--- config.mk ---
export PLATFORM = sky130hd
export DESIGN_NAME = bmf_queue
export DESIGN_NICKNAME = d
export VERILOG_FILES = /design/src/rtl/box_mean_filter_2d_unit_macros.svh /design/src/rtl/bmf_queue.sv
export SDC_FILE = /design/constraint.sdc
export NUM_CORES = 1
export LEC_CHECK = 0
export ABC_AREA = 1
export BUFFER_PORTS_ARGS = -buffer_cell sky130_fd_sc_hd__buf_2
export CORE_MARGIN = 5
export CORE_UTILIZATION = 40
export CTS_CLUSTER_SIZE = 10
export DETAILED_ROUTE_END_ITERATION = 10
export PLACE_DENSITY = 0.7
export SKIP_CTS_REPAIR_TIMING = 1
export SLEW_MARGIN = 30
export SYNTH_ARGS = -nofsm -noshare
export SYNTH_HDL_FRONTEND = slang
export SYNTH_SLANG_ARGS = --single-unit
--- constraint.sdc ---
create_clock -name i_clk -period 2.1 [get_ports i_clk]
set_input_delay 0.21 -clock i_clk [delete_from_list [all_inputs] [get_ports i_clk]]
set_output_delay 0.21 -clock i_clk [all_outputs]
set_load 0.01 [all_outputs]
--- src/rtl/box_mean_filter_2d_unit_macros.svh ---
// Assertion macros shared by the box mean filter RTL.
// No dependencies; included by files that carry concurrent checks.
`ifndef BOX_MEAN_FILTER_2D_UNIT_MACROS_SVH
`define BOX_MEAN_FILTER_2D_UNIT_MACROS_SVH
`ifndef NO_ASSERTIONS
// Property must hold at every clock edge outside reset.
`define BMF_ASSERT(lbl, clk, rstn, prop) \
    lbl: assert property (@(posedge clk) disable iff (!rstn) prop) \
        else $error("box mean filter check failed");
// Expression must never be true outside reset.
`define BMF_NEVER(lbl, clk, rstn, expr) \
    lbl: assert property (@(posedge clk) disable iff (!rstn) !(expr)) \
        else $error("box mean filter forbidden condition");
`else
`define BMF_ASSERT(lbl, clk, rstn, prop)
`define BMF_NEVER(lbl, clk, rstn, expr)
`endif
`endif

--- src/rtl/bmf_queue.sv ---
// Small synchronous queue between the front and the back of the filter.
// Depends on no package; data width and depth come from the instantiator.
module bmf_queue #(
    parameter int DATA_W = 8,
    parameter int DEPTH  = 4,
    localparam int PW    = (DEPTH > 1) ? $clog2(DEPTH) : 1
) (
    input  logic              i_clk,
    input  logic              i_rst_n,
    input  logic              i_push,
    input  logic [DATA_W-1:0] i_push_data,
    input  logic              i_pop,
    output logic [DATA_W-1:0] o_pop_data,
    output logic              o_full,
    output logic              o_empty
);
    logic [DATA_W-1:0] r_data [DEPTH];
    logic [PW-1:0]     r_wr_ptr;
    logic [PW-1:0]     r_rd_ptr;
    logic [PW:0]       r_count;

    assign o_full     = (r_count == (PW+1)'(DEPTH));
    assign o_empty    = (r_count == '0);
    assign o_pop_data = r_data[r_rd_ptr];

    // Storage is written without reset.
    always_ff @(posedge i_clk) begin
        if (i_push) begin
            r_data[r_wr_ptr] <= i_push_data;
        end
    end

    // Pointers and fill count.
    always_ff @(posedge i_clk) begin
        if (!i_rst_n) begin
            r_wr_ptr <= '0;
            r_rd_ptr <= '0;
            r_count  <= '0;
        end else begin
            if (i_push) begin
                r_wr_ptr <= (r_wr_ptr == PW'(DEPTH - 1)) ? '0 : r_wr_ptr + 1'b1;
            end
            if (i_pop) begin
                r_rd_ptr <= (r_rd_ptr == PW'(DEPTH - 1)) ? '0 : r_rd_ptr + 1'b1;
            end
            if (i_push && !i_pop) begin
                r_count <= r_count + 1'b1;
            end else if (i_pop && !i_push) begin
                r_count <= r_count - 1'b1;
            end
        end
    end
endmodule

Word-level counts from Yosys, hierarchy flattened:

Memory sizes are Yosys's and may differ from the RTL's. A register that Yosys moved wholly into a read port is not among the register bits.
Index checks and enable logic that the tools add are counted.

* register bits: 7
* memory bits (writable): 32
* input port bits: 12
* output and inout port bits: 10
* word-level logic and storage cells: 25
* memories: 1

* add/subtract/negate cells: 4
* eq/ne operators: 3
* multiplexer cells: 8
* reductions and logical operators: 6

Memory list
* r_data: words 4, width 8, rd ports 1, clocked after memory_dff 1, wr ports 1, RTL line bmf_queue.sv:17 `logic [DATA_W-1:0] r_data [DEPTH];`

Operators by type and width (number)
* $mux 2: 4
* $mux 3: 2
* $add 2x1->2 const B: 2
* $eq 2x2->1 const B: 2
* $add 3x1->3 const B: 1
* $eq 3x3->1 const B: 1
* $logic_not 3->1: 1
* $sub 3x1->3 const B: 1
* $logic_and 1x1->1: 2
* $logic_not 1->1: 2
* $mux 1: 2
* $reduce_bool 2->1: 1

Longest topological paths before layout:

Gate-level depths: netlist (run 1).

* depth in word-level cells: 4
* depth in mapped cells: 10
* mapped depth without buffers: 10

Worst setup path before layout (run 1):

OpenSTA, ideal clock, no wires.

* path kind: input port to flip-flop
* start point: input i_pop
* end point: register r_count[2]
* setup time: 0.110 ns
* arrival: 1.151 ns
* setup slack: 0.839 ns
* cell stages on the path: 10
* buffers on the path: 0
* cells stage by stage: inv_1 > ha_1 > inv_1 > fa_1 > inv_1 > nand2_1 > nand3_1 > nand2_1 > inv_1 > nor2_1

* longest elaborated chain between the ends: 3
* elaborated cells between the ends (all ways): 5
* classes of those cells: 1 x mux; 4 x reduce/logical

Ends and longest elaborated chain
* from (decl): RTL line bmf_queue.sv:12 `input logic i_pop,`
* $logic_not 1->1: RTL line bmf_queue.sv:46 `if (i_push && !i_pop) begin`
* $logic_and 1x1->1: RTL line bmf_queue.sv:46
* $mux 3 or $reduce_bool 2->1 (tied branches)
* to (signal assigned): RTL line bmf_queue.sv:47 `r_count <= r_count + 1'b1;`
* to (signal assigned): RTL line bmf_queue.sv:49 `r_count <= r_count - 1'b1;`
* to (decl): RTL line bmf_queue.sv:20 `logic [PW:0] r_count;`

Parallel ways exist; a longest one is shown, timed or not.
A chain may end at the register's enable or synchronous reset.

==> out/results.tsv, run 1 <==
stage	metric	value	unit
run_status	outcome	completed	
sta	hold slack	134	ps
sta	Pins Over Slew Limit	0	
global_route	vias in the first global route	1063	
synthesis	sequential area share after synthesis	0.691	
worst_setup_path	Arr. time, crit path	1510	ps
routing	Initial DRC Count	85	
sta	unrepaired setup endpoints after global routing	false	
placement	DPL Wire Length	2.06	mm
synthesis	Mapped Nets	154	
final_layout	layout cells sized above 1	0.202	
sta	Fmax achieved	581	MHz
sta	Worst-Margin Slew	376	ps
synthesis	synth warn	0	
sta	# setup viols final	0	
placement	Inst Count DP	205	
power_and_ir_drop	Leak	0.758	nW
routing	DRC violations left	0	
worst_setup_path	critical path launch point type	register	
global_route	grt ovf	0	
placement	port bufs	21	
placement	DP Worst Slack	548	ps
sta	setup TNS	0	ps
routing	via count	1063	
floorplan	die area	0.00551	mm2
placement	gpl congestion	0.728	
synthesis	post-synth cell types	19	
synthesis	Syn Area/Cell	12.2	um2
sta	period utilization	0.819	
sta	final hold vios	0	
clocking	CTS tree	yes	
routing	Via density	4.99	
floorplan	starting density of the core	0.413	
floorplan	Ports	22	
worst_setup_path	WP data required	1890	ps
worst_setup_path	Max FO, Critical Path	16	
sta	Max transition margin	0.749	
sta	worst setup margin	380	ps
global_route	initial antenna violation count	0	
floorplan	number of core rows	23	
final_layout	final-stage net count	181	
routing	DRT antenna net count	0	
final_layout	Antenna Cells	0	
global_route	first-pass GRT wire length	4.92	mm
synthesis	Post-Syn Area	0.00165	mm2
clocking	clock sink count	41	
clocking	root buffer cell	clkbuf_8	
worst_hold_path	Hold Path Class	input pin to register	
clocking	Clock transition at path regs	70	ps
clocking	CTS Buf Count	5	
final_layout	commonest non-fill, non-tap cell in the layout	edfxtp_1	
final_layout	Post-Layout Cell Count	213	
clocking	Clk Latency, worst-skew pair	290	ps
synthesis	cells after synthesis	135	
power_and_ir_drop	PwrDens	867	mW/mm2
worst_setup_path	Crit. End Element	output pin	
worst_setup_path	CP Class	register to output pin	
final_layout	commonest cells after routing, fill and taps aside	32 x edfxtp_1, 22 x nor2_1, 21 x buf_2	
floorplan	die height	74.3	um
clocking	Longest Clk Path Bufs	2	
final_layout	Area Overhead vs Synth	14.2	%
power_and_ir_drop	VDD IR max	0.500	mV
synthesis	register bit total from synthesis	41	
global_route	largest net degree at the start of global routing	17	
final_layout	fillers	358	
sta	Final min period	1720	ps
floorplan	Die Wd	74.3	um
floorplan	core area	0.00400	mm2
sta	clock skew	6.20	ps
routing	first drt pass iteration count	4	
clocking	H-tree levels	2	
global_route	gr usage total	0.123	
flow_run	maximum capacitance violations	0	
routing	routed wire length	2.98	mm
routing	drt wl/cell	14.0	um
-- Yosys cell counts --
| cell | number | area (um2) |
|---|---|---|
| nor3_1 | 4 | 20.0 |
| edfxtp_1 | 32 | 961 |
| nor2_1 | 22 | 82.6 |
| inv_2 | 1 | 3.75 |
| o21ai_0 | 15 | 75.1 |
| a21oi_1 | 3 | 15.0 |
| o21ai_2 | 2 | 17.5 |
| ha_1 | 6 | 75.1 |
| nand2_1 | 8 | 30.0 |
| o21ai_1 | 2 | 10.0 |
| nand4_1 | 1 | 6.26 |
| inv_1 | 15 | 56.3 |
| buf_6 | 2 | 22.5 |
| xor2_1 | 1 | 8.76 |
| dfxtp_1 | 9 | 180 |
| o22ai_1 | 8 | 50.1 |
| nand3_1 | 1 | 5.00 |
| fa_1 | 1 | 20.0 |
| nor2_2 | 2 | 12.5 |
-- per-layer routing --
metal / up-vias / track usage / share of wire
met5: - / 0 / 0
met4: 0 / 0.0534 / 0.020
met3: 7 / 0.0338 / 0.053
met2: 34 / 0.198 / 0.49
met1: 501 / 0.156 / 0.43
li1: 521 / - / -
-- worst paths after layout --
| kind | start | to | slack [ps] | depth (start not counted) |
|---|---|---|---|---|
| worst max register to register | r_count[0] | r_count[2] | 790 | 6 |
| worst min register to register | r_wr_ptr[1] | r_wr_ptr[1] | 530 | 2 |
| worst min-delay path | i_push_data[3] | r_data[2][3] | 130 | 1 |
| worst max-delay path | register | o_pop_data[2] | 380 | 4 |
-- through the flow --
stage	util	cell area, um2	power [mW]
6_report	0.471	1890	1.63
5_1_grt	0.471	1890	1.71
4_1_cts	0.471	1890	1.65
3_5_place_dp	0.451	1800	1.18
3_3_place_gp	0.451	1800	1.16
2_1_floorplan	-	1650	1.09
-- power by group --
part	leakage (nW)	internal (mW)	switching [mW]
combinational	0.347	0.0782	0.125
clock	0.0422	0.233	0.248
sequential	0.369	0.920	0.0307
-- cell type report --
class | count | area [um2] | share of cell area
well taps | 50 | 62.6 | 0.0332
flip-flops and latches | 41 | 1140 | 0.605
clock inverters | 1 | 5.00 | 0.00265
repair buffers | 22 | 113 | 0.0597
clock buffers | 7 | 76.3 | 0.0405
inverters | 16 | 60.1 | 0.0319
multi-input cells | 76 | 428 | 0.227
-- registers in the layout (all words and copies together), names as in the netlist, named ones only --
register	cells
r_data	32
r_wr_ptr	2
r_count	3
r_rd_ptr	2
-- cells by family (layout without fill, tap and decap cells) --
kind of cell | after synthesis | after routing | share of synthesized area
buffers and inverters | 18 | 46 | 0.0500
flip-flops | 41 | 41 | 0.691
AO/OA/AOI/OAI | 30 | 30 | 0.102
XOR/XNOR | 1 | 1 | 0.00530
AND/OR/NAND/NOR | 38 | 38 | 0.0947
adder cells (fa/ha/maj) | 7 | 7 | 0.0576
-- critical path, cell delays in order, from the launching register on --
cell	delay, ps
dfxtp_1	550
inv_2	230
o21ai_0	210
o22ai_1	90
buf_2	140
Note: power is estimated with default switching activity, not from simulation.
==> run 2: changes to the inputs <==
Settings changed: ABC_AREA 1 to 0.
Clock period 2.1 ns to 1.6 ns, I/O delays scaled along.
==> out/results.tsv, run 2 <==
stage	metric	value	unit
run_status	outcome	completed	
final_layout	biggest regs	r_data x32, r_count x3	
clocking	Clock transition at path regs	70	ps
global_route	GRT busiest layer	met2	
final_layout	Layout Utilization	0.481	
routing	DRC violations left	0	
floorplan	starting density of the core	0.407	
worst_setup_path	Max FO, Critical Path	8	
routing	drt wl/cell	15.8	um
worst_setup_path	critical path launch point type	register	
synthesis	top-area cell type share of the netlist area	0.595	
clocking	Clk Latency, worst-skew pair	280	ps
worst_setup_path	CP Class	register to output pin	
floorplan	die area	0.00541	mm2
placement	DPL Wire Length	1.93	mm
synthesis	Syn Area/Cell	18.8	um2
sta	unrepaired setup endpoints after global routing	true	
final_layout	layout cells sized above 1	0.353	
sta	clock skew	3.66	ps
routing	Via density	4.92	
global_route	vias in the first global route	888	
synthesis	top post-synthesis cells by area	edfxtp_1 59%, dfxtp_1 11%, mux4_2 11%	
worst_hold_path	Hold Path Class	input pin to register	
worst_setup_path	CP max stage cell	mux4_2	
synthesis	most used flip-flop cell after synthesis	edfxtp_1	
clocking	H-tree levels	2	
sta	hold slack	89.4	ps
final_layout	Biggest register	r_data	
routing	routed wire length	2.63	mm
sta	Worst-Margin Slew	441	ps
final_layout	final-stage net count	134	
placement	gpl congestion	0.639	
clocking	CTS tree	yes	
global_route	first-pass GRT wire length	4.24	mm
synthesis	post-synth cell types	20	
clocking	root buffer cell	clkbuf_8	
routing	Initial DRC Count	32	
worst_setup_path	CP peak stage delay	500	ps
global_route	largest net degree at the start of global routing	13	
synthesis	top-count cell post-synth	edfxtp_1	
synthesis	leading area contributor after synthesis	edfxtp_1	
sta	Fmax achieved	634	MHz
sta	Pins Over Slew Limit	0	
floorplan	die height	73.5	um
global_route	met2 usage	0.197	
global_route	grt ovf	0	
synthesis	Post-Syn Area	0.00162	mm2
synthesis	Mapped Nets	105	
synthesis	register bit total from synthesis	41	
floorplan	Ports	22	
clocking	Longest Clk Path Bufs	2	
final_layout	fillers	361	
synthesis	sequential area share after synthesis	0.706	
clocking	CTS Buf Count	5	
power_and_ir_drop	Leak	0.704	nW
power_and_ir_drop	PwrDens	1120	mW/mm2
final_layout	max reg flops	32	
sta	period utilization	0.986	
floorplan	Die Wd	73.5	um
worst_setup_path	Arr. time, crit path	1420	ps
final_layout	commonest cells after routing, fill and taps aside	32 x edfxtp_1, 17 x buf_2, 8 x mux4_2	
placement	DP Worst Slack	-87.5	ps
floorplan	number of core rows	23	
synthesis	most frequent cells after synthesis	32 x edfxtp_1, 9 x dfxtp_1, 8 x mux4_2	
global_route	gr usage total	0.110	
final_layout	Area Overhead vs Synth	18.4	%
sta	# setup viols final	0	
power_and_ir_drop	Tot Pwr	2.15	mW
synthesis	synth warn	0	
worst_setup_path	WP data required	1440	ps
power_and_ir_drop	VDD IR max	0.483	mV
global_route	initial antenna violation count	0	
sta	Final min period	1580	ps
routing	DRT antenna net count	0	
worst_setup_path	Reg2Reg Setup Slack	140	ps
synthesis	Post-synth EDFFs	32	
sta	Max transition margin	0.706	
floorplan	core area	0.00397	mm2
clocking	clock sink count	41	
global_route	grt met3 use	0.0520	
final_layout	Antenna Cells	0	
synthesis	cells after synthesis	86	
sta	worst setup margin	22.2	ps
synthesis	async set-reset flop share out of synthesis	0	
worst_setup_path	largest delay contributor family on the critical path	multiplexers	
routing	via count	816	
routing	first drt pass iteration count	2	
final_layout	commonest non-fill, non-tap cell in the layout	edfxtp_1	
worst_setup_path	worst path buffer plus inverter count	2	
global_route	GR Layer Usage met1	0.113	
placement	port bufs	21	
worst_setup_path	worst-path cell chain	buf_12 > mux4_2 > buf_2	
worst_setup_path	Crit. End Element	output pin	
flow_run	maximum capacitance violations	0	
sta	final hold vios	0	
## run 2: worst paths after layout
path,end,start,cells past startpoint
worst min-delay path,r_data[3][5],i_push_data[5],1
worst max-delay path,o_pop_data[5],register,3
worst min register to register,r_count[2],r_count[2],2
worst max register to register,r_count[2],r_count[0],4
## run 2: cell type report
type                            count  area [um2]  area share
Multi-Input combinational cell     39         443       0.232
Sequential cell                    41        1140       0.598
Timing Repair Buffer               24         165      0.0864
Tap cell                           50        62.6      0.0327
Inverter                            4        15.0     0.00785
Clock inverter                      2        10.0     0.00524
Clock buffer                        6        72.6      0.0380
## run 2: where the power goes
group,switching [mW],total (mW),internal (mW)
clock network,0.322,0.624,0.302
registers,0.0396,1.25,1.21
logic,0.126,0.275,0.149
## run 2: kinds of logic after synthesis
group / synth area share
multiplexers: 0.136
XOR/XNOR: 0.0108
AO/OA/AOI/OAI: 0.0124
adder cells (fa/ha/maj): 0.0589
flip-flops: 0.706
AND/OR/NAND/NOR: 0.0558
buffers and inverters: 0.0194
## run 2: metrics by stage
step,TNS [ps],std cells,cell area [um2]
2_1_floorplan,0,86,1620
3_3_place_gp,0,158,1800
3_5_place_dp,-87.5,158,1800
4_1_cts,-139,166,1880
5_1_grt,-180,166,1910
6_report,0,166,1910
## run 2: per-layer routing
layer  vias up  share of wire
met5         -              0
met4         0          0.011
met3         4          0.074
met2        22           0.56
met1       408           0.36
li1        382              -
==> run 3: changes to the inputs <==
Settings changed: CORE_UTILIZATION 40 to 55, PLACE_DENSITY 0.7 to 0.88.
==> out/results.tsv, run 3 (same netlist as run 2, synthesis figures left out) <==
stage	metric	value	unit
final_layout	commonest cells after routing, fill and taps aside	32 x edfxtp_1, 17 x buf_2, 8 x mux4_2, 8 x dfxtp_1, 6 x ha_1	
routing	routed wire length	2.45	mm
sta	worst setup margin	-44.1	ps
power_and_ir_drop	VDD IR max	0.936	mV
worst_setup_path	Max FO, Critical Path	8	
final_layout	final-stage net count	136	
final_layout	Layout Utilization	0.686	
global_route	first-pass GRT wire length	4.24	mm
final_layout	max reg flops	32	
floorplan	number of core rows	19	
placement	DPL Wire Length	1.74	mm
sta	final hold vios	0	
power_and_ir_drop	PwrDens	1140	mW/mm2
final_layout	commonest non-fill, non-tap cell in the layout	edfxtp_1	
floorplan	die height	64.2	um
sta	unrepaired setup endpoints after global routing	true	
worst_hold_path	hold path start	i_push_data[3]	
run_status	failing checks	negative setup slack	
clocking	Clock transition at path regs	120	ps
final_layout	post-route cell area	0.00191	mm2
worst_setup_path	Crit. End Element	output pin	
sta	Pins Over Slew Limit	0	
routing	via count	808	
worst_setup_path	WP data required	1440	ps
floorplan	Die Wd	64.2	um
final_layout	Area Overhead vs Synth	18.1	%
sta	period utilization	1.03	
power_and_ir_drop	Leak	0.710	nW
global_route	vias in the first global route	898	
routing	DRC violations left	0	
final_layout	Biggest register	r_data	
floorplan	Ports	22	
worst_setup_path	CP Class	register to output pin	
worst_setup_path	critical path launch point type	register	
clocking	CTS Buf Count	5	
placement	post-place instance area	0.00178	mm2
sta	Worst-Margin Slew	436	ps
final_layout	biggest regs	r_data x32, r_count x3	
routing	drt wl/cell	16.5	um
routing	first drt pass iteration count	4	
floorplan	starting density of the core	0.581	
clocking	root buffer cell	clkbuf_4	
sta	Fmax achieved	608	MHz
worst_setup_path	R2R Path Start	r_count[0]	
routing	DRT antenna net count	0	
sta	Max transition margin	0.709	
clocking	CTS tree	yes	
floorplan	core area	0.00278	mm2
clocking	clock sink count	41	
sta	# setup viols final	8	
global_route	largest net degree at the start of global routing	14	
final_layout	Reg area	0.00114	mm2
worst_hold_path	Hold Path Class	input pin to register	
flow_run	maximum capacitance violations	0	
clocking	Clk Latency, worst-skew pair	340	ps
worst_setup_path	Reg2Reg Setup Slack	100	ps
floorplan	die area	0.00412	mm2
global_route	gr usage total	0.141	
final_layout	layout cells sized above 1	0.347	
clocking	Longest Clk Path Bufs	2	
final_layout	Antenna Cells	0	
run_status	outcome	finished, violations left	
sta	clock skew	11.8	ps
routing	Via density	5.42	
final_layout	Multi-input gate area	443	um2
global_route	grt ovf	0	
worst_setup_path	Arr. time, crit path	1480	ps
global_route	initial antenna violation count	0	
routing	Initial DRC Count	28	
sta	Final min period	1640	ps
placement	gpl congestion	0.672	
clocking	H-tree levels	2	
placement	port bufs	21	
final_layout	fillers	198	
[run 3: stage by stage]
step / power, mW / hold WS [ps] / TNS (ps) / setup slack, ps / cells
after floorplan: 1.43 / 259 / 0 / 177 / 86
after global placement: 1.52 / 371 / 0 / 47.1 / 139
after detailed placement: 1.54 / 378 / -38.6 / -38.6 / 139
after CTS: 2.17 / 7.76 / -681 / -103 / 147
after global routing: 2.29 / 3.70 / -996 / -145 / 149
final: 2.17 / 30.1 / -209 / -44.1 / 149
[run 3: where the power goes]
part,internal [mW],total (mW),switching [mW]
registers,1.21,1.25,0.0383
logic,0.154,0.283,0.130
clock network,0.309,0.635,0.326
total,1.67,2.17,0.494
[run 3: metal layers]
layer,up-vias,track usage,part of all wire
met2,21,0.242,0.55
met1,394,0.150,0.39
met4,0,0.0534,0.0057
li1,391,-,-
met3,2,0.0648,0.056
met5,-,0,0
[run 3: cell type report]
class	instances	share of cell area
Sequential cell	41	0.599
Timing Repair Buffer	26	0.0970
Multi-Input combinational cell	39	0.232
Clock buffer	7	0.0400
Tap cell	31	0.0203
Clock inverter	1	0.00393
Inverter	4	0.00787
[run 3: final timing paths]
path,cells after the start,to
setup / recovery,3,o_pop_data[4]
hold / removal,1,r_data[1][3]
setup reg to reg,4,r_count[2]
hold reg to reg,2,r_count[2]
[run 3: critical path, cell delays in order (launching register included)]
cell and delay [ps]:
dfxtp_2 360, buf_12 130, mux4_2 520, buf_6 140
