$ cat config.mk
export PLATFORM = sky130hd
export DESIGN_NAME = bmf_front
export DESIGN_NICKNAME = d
export VERILOG_FILES = /design/src/rtl/box_mean_filter_2d_unit_macros.svh /design/src/rtl/bmf_pkg.sv /design/src/rtl/bmf_front.sv
export SDC_FILE = /design/constraint.sdc
export NUM_CORES = 1
export LEC_CHECK = 0
export BUFFER_PORTS_ARGS = -buffer_cell sky130_fd_sc_hd__buf_2
export CELL_PAD_IN_SITES_DETAIL_PLACEMENT = 1
export CELL_PAD_IN_SITES_GLOBAL_PLACEMENT = 2
export CORE_MARGIN = 2
export CORE_UTILIZATION = 28
export DETAILED_ROUTE_END_ITERATION = 8
export PLACE_DENSITY = 0.93
export SKIP_LAST_GASP = 1
export SLEW_MARGIN = 20
export SYNTH_ARGS = -nofsm -noshare
export SYNTH_HDL_FRONTEND = slang
export SYNTH_SLANG_ARGS = --single-unit
$ cat constraint.sdc
create_clock -name i_clk -period 3.6 [get_ports i_clk]
set_input_delay 0.18 -clock i_clk [delete_from_list [all_inputs] [get_ports i_clk]]
set_output_delay 0.18 -clock i_clk [all_outputs]
set_load 0.1 [all_outputs]
$ cat src/rtl/box_mean_filter_2d_unit_macros.svh
// Assertion macros shared by the box mean filter RTL.
// No dependencies; included by files that carry concurrent checks.
`ifndef BOX_MEAN_FILTER_2D_UNIT_MACROS_SVH
`define BOX_MEAN_FILTER_2D_UNIT_MACROS_SVH
`ifndef NO_ASSERTIONS
// Property must hold at every clock edge outside reset.
`define BMF_ASSERT(lbl, clk, rstn, prop) \
    lbl: assert property (@(posedge clk) disable iff (!rstn) prop) \
        else $error("box mean filter check failed");
// Expression must never be true outside reset.
`define BMF_NEVER(lbl, clk, rstn, expr) \
    lbl: assert property (@(posedge clk) disable iff (!rstn) !(expr)) \
        else $error("box mean filter forbidden condition");
`else
`define BMF_ASSERT(lbl, clk, rstn, prop)
`define BMF_NEVER(lbl, clk, rstn, expr)
`endif
`endif

$ cat src/rtl/bmf_pkg.sv
// Shared constants and types of the box mean filter.
// No dependencies; imported by every module of the block but bmf_queue.
package bmf_pkg;
    localparam int DEF_MAX_WIDTH  = 1024;
    localparam int DEF_MAX_KERNEL = 7;
    localparam int MAX_HEIGHT     = 1024;
    localparam int CFG_W          = 11;
    localparam int KCFG_W         = 3;
    localparam int PIX_W          = 8;
    localparam int COORD_W        = 10;
    localparam int GEO_W          = 13;
    localparam int KER_W          = 4;
    localparam int KK_W           = 8;
    localparam int RAD_W          = 3;
    localparam int IDX_W          = 2;
    localparam int Q_DEPTH        = 4;

    // Configuration register indexes.
    typedef enum logic [IDX_W-1:0] {
        REG_WIDTH  = 2'd0,
        REG_HEIGHT = 2'd1,
        REG_KERNEL = 2'd2
    } t_reg_idx;

    // Effective image geometry handed from the front to the back.
    typedef struct packed {
        logic [GEO_W-1:0] width;
        logic [GEO_W-1:0] height;
        logic [RAD_W-1:0] rad;
        logic [KK_W-1:0]  kk;
    } t_geom;
endpackage

$ cat src/rtl/bmf_front.sv
// Front of the filter: configuration registers, pixel position tracking
// and classification of which outputs each pixel completes. Uses bmf_pkg.
module bmf_front #(
    parameter int MAX_WIDTH  = 1024,
    parameter int MAX_KERNEL = 7,
    localparam int CIW = (MAX_WIDTH > 1) ? $clog2(MAX_WIDTH) : 1,
    localparam int CW  = CIW + 1,
    localparam int SW  = (MAX_KERNEL > 1) ? $clog2(MAX_KERNEL) : 1
) (
    input  logic                           i_clk,
    input  logic                           i_rst_n,
    input  logic                           i_cfg_valid,
    input  logic [bmf_pkg::IDX_W-1:0]      i_cfg_index,
    input  logic [bmf_pkg::CFG_W-1:0]      i_cfg_data,
    output logic                           o_cfg_ready,
    input  logic                           i_valid,
    input  logic [bmf_pkg::PIX_W-1:0]      i_pixel,
    output logic                           o_stall,
    input  logic                           i_q_full,
    output logic                           o_push,
    output logic [bmf_pkg::PIX_W-1:0]      o_pixel,
    output logic [bmf_pkg::COORD_W-1:0]    o_row,
    output logic [CIW-1:0]                 o_col,
    output logic [SW-1:0]                  o_slot,
    output logic [bmf_pkg::COORD_W-1:0]    o_i0,
    output logic [bmf_pkg::COORD_W-1:0]    o_i1,
    output logic [CIW-1:0]                 o_j0,
    output logic [CIW-1:0]                 o_j1,
    output logic                           o_has,
    output bmf_pkg::t_geom                 o_geom
);
    import bmf_pkg::*;

    logic [CFG_W-1:0]   r_width;
    logic [CFG_W-1:0]   r_height;
    logic [KCFG_W-1:0]  r_kernel;
    logic [COORD_W-1:0] r_row;
    logic [CIW-1:0]     r_col;
    logic [SW-1:0]      r_slot;

    logic [GEO_W-1:0]   w_wid13;
    logic [CW-1:0]      w_w;
    logic [CFG_W-1:0]   w_h;
    logic [KER_W-1:0]   w_k;
    logic [RAD_W-1:0]   w_rad;
    logic               w_row_last;
    logic               w_col_last;
    logic               w_accept;
    logic               w_cfg_hit;

    assign o_cfg_ready = 1'b1;
    assign o_stall     = i_q_full;
    assign w_accept    = i_valid && !i_q_full;
    assign o_push      = w_accept;
    assign w_cfg_hit   = i_cfg_valid && (i_cfg_index == REG_WIDTH ||
                         i_cfg_index == REG_HEIGHT || i_cfg_index == REG_KERNEL);

    // Effective sizes: zero acts as one, oversize is clipped.
    always_comb begin
        w_wid13 = GEO_W'(r_width);
        if (w_wid13 == '0) begin
            w_wid13 = GEO_W'(1);
        end else if (w_wid13 > GEO_W'(MAX_WIDTH)) begin
            w_wid13 = GEO_W'(MAX_WIDTH);
        end
        w_w = CW'(w_wid13);
        w_h = r_height;
        if (w_h == '0) begin
            w_h = CFG_W'(1);
        end else if (w_h > CFG_W'(MAX_HEIGHT)) begin
            w_h = CFG_W'(MAX_HEIGHT);
        end
        w_k = KER_W'(r_kernel);
        if (w_k == '0) begin
            w_k = KER_W'(1);
        end else if (w_k > KER_W'(MAX_KERNEL)) begin
            w_k = KER_W'(MAX_KERNEL);
        end
        w_rad = RAD_W'((w_k - 1'b1) >> 1);
    end

    assign o_geom.width  = GEO_W'(w_w);
    assign o_geom.height = GEO_W'(w_h);
    assign o_geom.rad    = w_rad;
    assign o_geom.kk     = KK_W'(w_k) * KK_W'(w_k);

    assign w_row_last = ((CFG_W'(r_row) + 1'b1) == w_h);
    assign w_col_last = ((CW'(r_col) + 1'b1) == w_w);

    // Classify which output rows and columns this pixel completes.
    always_comb begin
        logic row_ok;
        logic col_ok;
        row_ok = w_row_last || (r_row >= COORD_W'(w_rad));
        col_ok = w_col_last || (r_col >= CIW'(w_rad));
        o_i1   = w_row_last ? r_row : r_row - COORD_W'(w_rad);
        o_i0   = (r_row >= COORD_W'(w_rad)) ? r_row - COORD_W'(w_rad) : '0;
        o_j1   = w_col_last ? r_col : r_col - CIW'(w_rad);
        o_j0   = (r_col >= CIW'(w_rad)) ? r_col - CIW'(w_rad) : '0;
        o_has  = row_ok && col_ok;
    end

    assign o_pixel = i_pixel;
    assign o_row   = r_row;
    assign o_col   = r_col;
    assign o_slot  = r_slot;

    // Configuration registers and raster position.
    always_ff @(posedge i_clk) begin
        if (!i_rst_n) begin
            r_width  <= CFG_W'(1024);
            r_height <= CFG_W'(1024);
            r_kernel <= KCFG_W'(3);
            r_row    <= '0;
            r_col    <= '0;
            r_slot   <= '0;
        end else if (w_cfg_hit) begin
            case (i_cfg_index)
                REG_WIDTH:  r_width  <= i_cfg_data;
                REG_HEIGHT: r_height <= i_cfg_data;
                REG_KERNEL: r_kernel <= i_cfg_data[KCFG_W-1:0];
                default:    r_kernel <= r_kernel;
            endcase
            r_row  <= '0;
            r_col  <= '0;
            r_slot <= '0;
        end else if (w_accept) begin
            if (w_col_last) begin
                r_col <= '0;
                if (w_row_last) begin
                    r_row  <= '0;
                    r_slot <= '0;
                end else begin
                    r_row  <= r_row + 1'b1;
                    r_slot <= (r_slot == SW'(MAX_KERNEL - 1)) ? '0 : r_slot + 1'b1;
                end
            end else begin
                r_col <= r_col + 1'b1;
            end
        end
    end
endmodule

# After elaboration in Yosys (flattened, before gate mapping)
# Index checks and enable logic that the tools add are counted.
# word_totals
ff_bits	48
latchBits	0
ram_bits	0
rom_bits	0
inputBits	26
wordCells	55
n_memories	0
# classes
n_addsub	8
mul	1
div_mod_pow	0
magnitude_cmp	4
eq_ne	5
shifts	0
muxes	13
bitwise_logic	1
reduce_logical	17
# ops
operator	n
$mux W10	6
$mux W11	4
$add A10 B1 Y11 const B	2
$eq A11 B11 Y1	2
$gt A11 B11 Y1 const B	2
$logic_not A11 Y1	2
$add A10 B1 Y10 const B	2
$ge A10 B3 Y1	2
$sub A10 B3 Y10	2
$mux W3	3
$mul A4 B4 Y8	1
$reduce_and A2 Y1	4
$logic_or A1 B1 Y1	4
$sub A4 B1 Y4 const B	1
$add A3 B1 Y3 const B	1
$eq A3 B3 Y1 const B	1
$logic_and A1 B1 Y1	3
$logic_not A3 Y1	1
$eq A2 B1 Y1 const B	1
$eq A2 B2 Y1 const B	1
$logic_not A2 Y1	1
$reduce_or A2 Y1	1
$logic_not A1 Y1	1
$not A1 Y1	1

# Logic depth before layout (Yosys ltp)
# Gate-level depths: netlist (run 1).
# depth
ltp_word	6
depth_mapped	11
ltp_nobuf	11

# Worst setup path after synthesis (run 1)
# OpenSTA, ideal clock, no wires.
# synth_path
path_kind	register -> output
from	register r_kernel[1]
to	output o_j1[9]
arrival_time_ps	5353
required_ps	3420
slack_ps	-1933
stages_incl_launch_ff	12
n_path_buf	0
cell_sequence	dfxtp_1 > nand2b_1 > o21bai_1 > ha_1 > inv_1 > a21o_1 > a21o_1 > or3_1 > or3_1 > nor3_1 > nand2_1 > xnor2_1
# synth_lines
item	line	rtl
from (decl)	bmf_front.sv:36	logic [KCFG_W-1:0] r_kernel;
from (signal assigned)	bmf_front.sv:121	REG_KERNEL: r_kernel <= i_cfg_data[KCFG_W-1:0];
from (signal assigned)	bmf_front.sv:122	default: r_kernel <= r_kernel;
to (decl)	bmf_front.sv:28	output logic [CIW-1:0] o_j1,

# Final worst setup path (run 1)
# layout_path
from	register r_row[5] (netlist: o_row[5])
to	output o_i1[5] (netlist name)
# layout_between
elab_chain_len	3
elab_cells_between_ends	4
classes_between	2 x add/sub; 1 x eq/ne; 1 x mux
# layout_rtl
item	line	rtl
from (decl)	bmf_front.sv:37	logic [COORD_W-1:0] r_row;
from (signal assigned)	bmf_front.sv:134	r_row <= r_row + 1'b1;
$add A10 B1 Y11	bmf_front.sv:87	assign w_row_last = ((CFG_W'(r_row) + 1'b1) == w_h);
$eq A11 B11 Y1	bmf_front.sv:87	
$mux W10 *	bmf_front.sv:96	o_i1 = w_row_last ? r_row : r_row - COORD_W'(w_rad);
to (decl)	bmf_front.sv:26	output logic [bmf_pkg::COORD_W-1:0] o_i1,
# Every way passes the cells marked *; elsewhere a longest branch is shown, timed or not.

==> flow_metrics.env, run 1 <==
export IMPL_status="finished, final reports clean"
export IMPL_clockBufferDepth=2
export IMPL_grt_pass1_wl_um=22800
export IMPL_path_class="reg2out"
export IMPL_grt_antenna_before_repair=0
export IMPL_startpoint_type="flip-flop"
export IMPL_finalPower_mw=1.93
export IMPL_yosysSeqAreaShare_pct=23.5
export IMPL_synth_xor_area_share_pct=13.1
export IMPL_period_needed_ns=3.40
export IMPL_synthMostInstantiatedCell="dfxtp_1"
export IMPL_die_y_um=125
export IMPL_first_iter_violations=214
export IMPL_synth_seq_cells=48
export IMPL_peakVddDrop_mv=0.194
export IMPL_clk_insertion_delay_late_ns=0.29
export IMPL_synthArstFlopShare_pct=0
export IMPL_synth_compound_area_share_pct=13.9
export IMPL_htreeDepth=2
export IMPL_numCtsBuffers=5
export IMPL_hold_buffers=0
export IMPL_synth_mux_area_share_pct=8.22
export IMPL_core_mm2=0.0144
export IMPL_yosysTopAreaCell="dfxtp_1"
export IMPL_required_ns=3.42
export IMPL_ys_warn_count=0
export IMPL_synth_edf_count=0
export IMPL_area_growth_pct=32.7
export IMPL_synthCells=528
export IMPL_leakagePower_nw=2.32
export IMPL_p_per_area_mw_per_mm2=356
export IMPL_whs_path_depth=3
export IMPL_critical_path_arrival_ns=3.22
export IMPL_synth_top_family_by_area="simple AND/OR/NAND/NOR gates"
export IMPL_cp_end_kind="output port"
export IMPL_nets=648
export IMPL_final_max_slew_viol_count=0
export IMPL_syn_area_mm2=0.00408
export IMPL_r2r_cells=8
export IMPL_tightest_slew_ns=1.13
export IMPL_cts_sinks=48
export IMPL_hold_class="in2reg"
export IMPL_grt_usage_pct=17.8
export IMPL_cts_tree="built"
export IMPL_numPortBuffers=112
export IMPL_period_share_pct=94.3
export IMPL_rsz0062_at_grt="yes"
export IMPL_finalSetupViolations=0
export IMPL_dieArea_mm2=0.0156
export IMPL_gp_congestion=0.849
export IMPL_drc=0
export IMPL_io_pins=138
export IMPL_grt_pass1_vias=4199
export IMPL_root_buffer="clkbuf_16"
export IMPL_ant_nets=0
export IMPL_die_w_um=125
export IMPL_synth_area_top_cells="dfxtp_1 24%, xnor2_1 8.2%, mux2i_1 7.1%"
export IMPL_yosysTopAreaCellShare_pct=23.5
export IMPL_wl_per_cell_um=17.7
export IMPL_nFillCells=1727
export IMPL_finalHoldViolations=0
export IMPL_row_count=44
export IMPL_post_route_util_pct=37.7
export IMPL_drive_above_1_share_pct=35.0
export IMPL_slew_headroom_pct=24.7
export IMPL_max_clock_freq_mhz=294
export IMPL_dr_pass1_iters=4
export IMPL_overflow=0
export IMPL_dp_hpwl_um=11000
export IMPL_clk_pin_slew_ns=0.07
export IMPL_yosys_top_cells_count="48 x dfxtp_1, 44 x nor2_1, 42 x nand2_1, 42 x nor2b_1, 38 x xnor2_1"
export IMPL_n_antenna_cell=0
export IMPL_via_per_inst=5.05
export IMPL_ys_types=59
export IMPL_initial_utilization_pct=28.4
export IMPL_grt_max_degree=28
export IMPL_maxCapViolations=0
export IMPL_cp_max_fo=15
export IMPL_vias=4018
export IMPL_synth_simple_area_share_pct=28.2
export IMPL_wirelength_um=14100
export IMPL_fin_worst_skew_ns=0.00688
export IMPL_ys_flop_type="dfxtp_1"
export IMPL_yosys_area_share_adder_pct=3.74
export IMPL_avgSynthCellArea_um2=7.73
-- worst paths after layout --
| path | startpoint | end | slack, ns |
|---|---|---|---|
| worst max-delay path | o_row[5]$_SDFFE_PP0P_ | o_i1[5] | 0.20 |
| worst min-delay path | i_cfg_data[10] | r_height[10]$_SDFFE_PN1P_ | 0.15 |
| worst max register to register | r_width[1]$_SDFFE_PN0P_ | o_row[5]$_SDFFE_PP0P_ | 0.36 |
| worst min register to register | o_row[0]$_SDFFE_PP0P_ | o_row[0]$_SDFFE_PP0P_ | 0.52 |
-- where the power goes --
group / switching [mW] / internal [mW] / leakage, nW
Clock: 0.225 / 0.264 / 0.0751
Combinational: 0.689 / 0.198 / 1.85
Sequential: 0.0184 / 0.533 / 0.402
Total: 0.932 / 0.995 / 2.32
-- worst max-delay path, stage by stage (launching register included) --
cell and delay [ns]:
dfxtp_2 0.57, nand3_1 0.15, nor4_1 0.42, xor2_1 0.26, mux2i_1 0.21, a32oi_1 0.08, a211o_2 0.44, nand2_1 0.22
xnor2_4 0.13, buf_2 0.44
-- stage by stage --
stage | area [um2] | hold WS (ns) | TNS [ns] | setup WS [ns] | instances
6_report | 5420 | 0.152 | 0 | 0.204 | 796
3_3_place_gp | 5220 | 0.361 | 0 | 0.278 | 788
4_1_cts | 5370 | 0.143 | 0 | 0.0137 | 796
5_1_grt | 5420 | 0.165 | -0.0132 | -0.0132 | 796
3_5_place_dp | 5220 | 0.361 | 0 | 0.221 | 788
2_1_floorplan | 4550 | 0.305 | -0.0824 | -0.0415 | 537
-- registers in the layout (all words and copies together) (netlist names) --
register  count
o_slot        3
o_col        10
r_width      11
r_height     11
o_row        10
r_kernel      3
-- cell usage in the layout (no fill, tap or decap), drive strengths merged, types with 3 or more instances in the layout --
| cell type | netlist | layout |
|---|---|---|
| clkbuf | 30 | 8 |
| nor2b | 42 | 42 |
| o22ai | 3 | 3 |
| or3 | 7 | 7 |
| dfxtp | 48 | 48 |
| a21oi | 26 | 26 |
| or4 | 3 | 3 |
| inv | 19 | 22 |
| nor3 | 11 | 11 |
| nand2 | 43 | 43 |
| nand2b | 6 | 6 |
| conb | 2 | 11 |
| nand3b | 3 | 3 |
| buf | 26 | 120 |
| nor3b | 3 | 3 |
| nor2 | 44 | 44 |
| xnor2 | 38 | 38 |
| o211ai | 4 | 4 |
| ha | 9 | 9 |
| a22oi | 4 | 4 |
| mux2 | 4 | 4 |
| and2 | 8 | 8 |
| a31oi | 6 | 6 |
| o21bai | 3 | 3 |
| o21ai | 13 | 13 |
| mux2i | 29 | 29 |
| o31ai | 7 | 7 |
| nand4 | 6 | 6 |
| a21o | 7 | 7 |
| nor4 | 7 | 7 |
| nand3 | 20 | 20 |
| xor2 | 18 | 18 |
| and3 | 5 | 5 |
-- cell type report --
cell class	instances	area (um2)	share of cell area (%)
clock buffers	5	125	2.31
repair buffers	123	776	14.3
well taps	184	230	4.25
multi-input cells	414	3180	58.7
flip-flops and latches	48	1010	18.7
clock inverters	3	23.8	0.439
inverters	19	71.3	1.32
-- repair_timing --
item	4_1_cts	5_1_grt
hold endpoints to repair	0	0
endpoints found under the setup margin	1	45
setup buffers	0	0
gates resized for setup	1	13
-- layer usage --
| layer | GRT usage (%) | vias to the layer above | wire, um |
|---|---|---|---|
| met3 | 2.53 | 15 | 588 |
| met4 | 3.57 | 0 | 162 |
| met5 | 0 | - | 0 |
| li1 | - | 1941 | - |
| met2 | 31.6 | 110 | 7090 |
| met1 | 23.0 | 1952 | 6230 |
-- logic make-up after synthesis --
family	after synthesis
xor+xnor	58
simple gates	216
mux	33
fa+ha+maj	11
other cells	2
compound gates	85
flops	48
buf+inv	75
No activity file was read; power rests on OpenSTA's default activity.
==> inputs of run 2 (changes only) <==
==> constraint.sdc (replaced) <==
create_clock -name i_clk -period 3.6 [get_ports i_clk]
set_input_delay 0.36 -clock i_clk [delete_from_list [all_inputs] [get_ports i_clk]]
set_output_delay 0.36 -clock i_clk [all_outputs]
set_load 0.1 [all_outputs]
==> run 2 against run 1 <==
Net effect:
- sequential share of layout area down 1.3 points
- setup slack worse by 0.083 ns
- clock power about the same
- critical endpoint is now o_j1[4]
- largest cell class unchanged
==> flow_metrics.env, run 2 (same netlist as run 1, synthesis figures left out) <==
export IMPL_status="finished, final reports clean"
export IMPL_path_class="reg2out"
export IMPL_core_mm2=0.0144
export IMPL_clockBufferDepth=2
export IMPL_max_clock_freq_mhz=287
export IMPL_fin_cells=807
export IMPL_cts_sinks=48
export IMPL_critical_path_arrival_ns=3.12
export IMPL_finalHoldViolations=0
export IMPL_holdWs_ns=0.347
export IMPL_die_w_um=125
export IMPL_final_max_slew_viol_count=0
export IMPL_fin_worst_skew_ns=0.00644
export IMPL_hold_buffers=0
export IMPL_wirelength_um=14400
export IMPL_peakVddDrop_mv=0.186
export IMPL_placed_area_mm2=0.00559
export IMPL_ff2ff_setup_slack_ns=0.58
export IMPL_dp_hpwl_um=11300
export IMPL_gp_congestion=0.889
export IMPL_numPortBuffers=112
export IMPL_cp_end_kind="output port"
export IMPL_grt_max_degree=28
export IMPL_r2r_end="o_row[4]$_SDFFE_PP0P_"
export IMPL_die_y_um=125
export IMPL_r2r_start="r_width[6]$_SDFFE_PN0P_"
export IMPL_nets=659
export IMPL_numCtsBuffers=5
export IMPL_max_stage_delay_ns=0.53
export IMPL_row_count=44
export IMPL_initial_utilization_pct=28.4
export IMPL_hold_end="r_width[10]$_SDFFE_PN1P_"
export IMPL_overflow=0
export IMPL_period_needed_ns=3.48
export IMPL_whs_path_depth=3
export IMPL_crit_chain="ha_4, nand3_2, xor2_1, and2_1, or4_4, nor4b_4, nand2_2, nand2_1, xnor2_2, buf_12"
export IMPL_maxCapViolations=0
export IMPL_clk_pin_slew_ns=0.07
export IMPL_drive_above_1_share_pct=39.3
export IMPL_worstHoldStart="i_cfg_data[10]"
export IMPL_p_per_area_mw_per_mm2=345
export IMPL_hold_class="in2reg"
export IMPL_required_ns=3.24
export IMPL_slew_headroom_pct=50.7
export IMPL_clk_insertion_delay_late_ns=0.29
export IMPL_root_buffer="clkbuf_16"
export IMPL_grt_pass1_vias=4304
export IMPL_n_antenna_cell=0
export IMPL_tightest_slew_ns=0.739
export IMPL_reg_top3="r_height x11, r_width x11"
export IMPL_area_growth_pct=43.1
export IMPL_io_pins=138
export IMPL_leakagePower_nw=2.50
export IMPL_drc=0
export IMPL_grt_usage_pct=17.9
export IMPL_final_area_mm2=0.00584
export IMPL_dr_pass1_iters=4
export IMPL_via_per_inst=5.18
export IMPL_cp_max_fo=14
export IMPL_ant_nets=0
export IMPL_wl_per_cell_um=17.8
export IMPL_dp_cells=796
export IMPL_critPathSlowestCell="or4_4"
export IMPL_vias=4181
export IMPL_htreeDepth=2
export IMPL_r2r_cells=9
export IMPL_final_cell_mix="79 x buf_2, 41 x nand2_1, 30 x buf_4"
export IMPL_cts_tree="built"
export IMPL_startpoint_type="flip-flop"
export IMPL_first_iter_violations=201
export IMPL_finalSetupViolations=0
export IMPL_dieArea_mm2=0.0156
export IMPL_rsz0062_at_grt="yes"
export IMPL_layout_commonest_cell="buf_2"
export IMPL_period_share_pct=96.7
export IMPL_grt_antenna_before_repair=0
export IMPL_grt_pass1_wl_um=23000
-- run 2: cell types whose count changed in the layout (fill, tap and decap cells not counted), sizes merged --
cell    before  now
clkbuf       8    6
buf        120  133
-- run 2: worst max-delay path by stage --
| stage | from | to | slack (ns) | depth (start not counted) |
|---|---|---|---|---|
| after floorplan | o_col[1]$_SDFFE_PP0P_ | o_has | -0.22 | 9 |
| after global placement | r_kernel[0]$_SDFFE_PN1P_ | o_has | 0.32 | 12 |
| after detailed placement | r_kernel[0]$_SDFFE_PN1P_ | o_j0[6] | 0.13 | 12 |
| after CTS | r_kernel[1]$_SDFFE_PN1P_ | o_has | -0.01 | 12 |
| after global routing | r_kernel[0]$_SDFFE_PN1P_ | o_has | -0.03 | 12 |
| final | o_col[0]$_SDFFE_PP0P_ | o_j1[4] | 0.12 | 10 |
-- run 2: where the power goes --
| group | total (mW) | internal (mW) | switching [mW] |
|---|---|---|---|
| combinational | 0.972 | 0.263 | 0.709 |
| clock | 0.490 | 0.264 | 0.226 |
| sequential | 0.553 | 0.534 | 0.0195 |
-- run 2: metal layers --
layer	GRT usage (%)	wire length, um	up-vias
met5	0	0	-
met4	5.68	347	0
met3	2.53	559	27
met2	32.6	7450	125
met1	21.7	6030	2061
li1	-	-	1968
-- run 2: final cells by class --
cell class,instances,area [um2]
well taps,184,230
fillers,1651,8530
repair buffers,134,1100
multi-input cells,414,3270
clock inverters,3,23.8
inverters,19,71.3
clock buffers,5,125
flip-flops and latches,48,1020
-- run 2: through the flow --
stage	power, mW	utilization (%)	TNS (ns)	setup slack, ns
after CTS	2.01	40.1	-0.0108	-0.0108
after floorplan	1.35	-	-1.31	-0.217
after detailed placement	1.52	38.9	0	0.130
after global routing	2.08	40.6	-0.117	-0.0275
after global placement	1.51	38.9	0	0.317
final	2.02	40.6	0	0.120
-- run 2: critical path, delay by kind of cell (launching register included) --
family                   cells  cell delay [ns]
XOR/XNOR                     2             0.34
adder cells (fa/ha/maj)      1             0.20
flip-flops                   1             0.44
AND/OR/NAND/NOR              6             1.64
buffers and inverters        1             0.20
-- run 2: repair_timing --
item                       4_1_cts  5_1_grt
pin swaps                        0        1
setup endpoints to repair       13       28
resized for setup                7       21
buffers inserted                 0        3
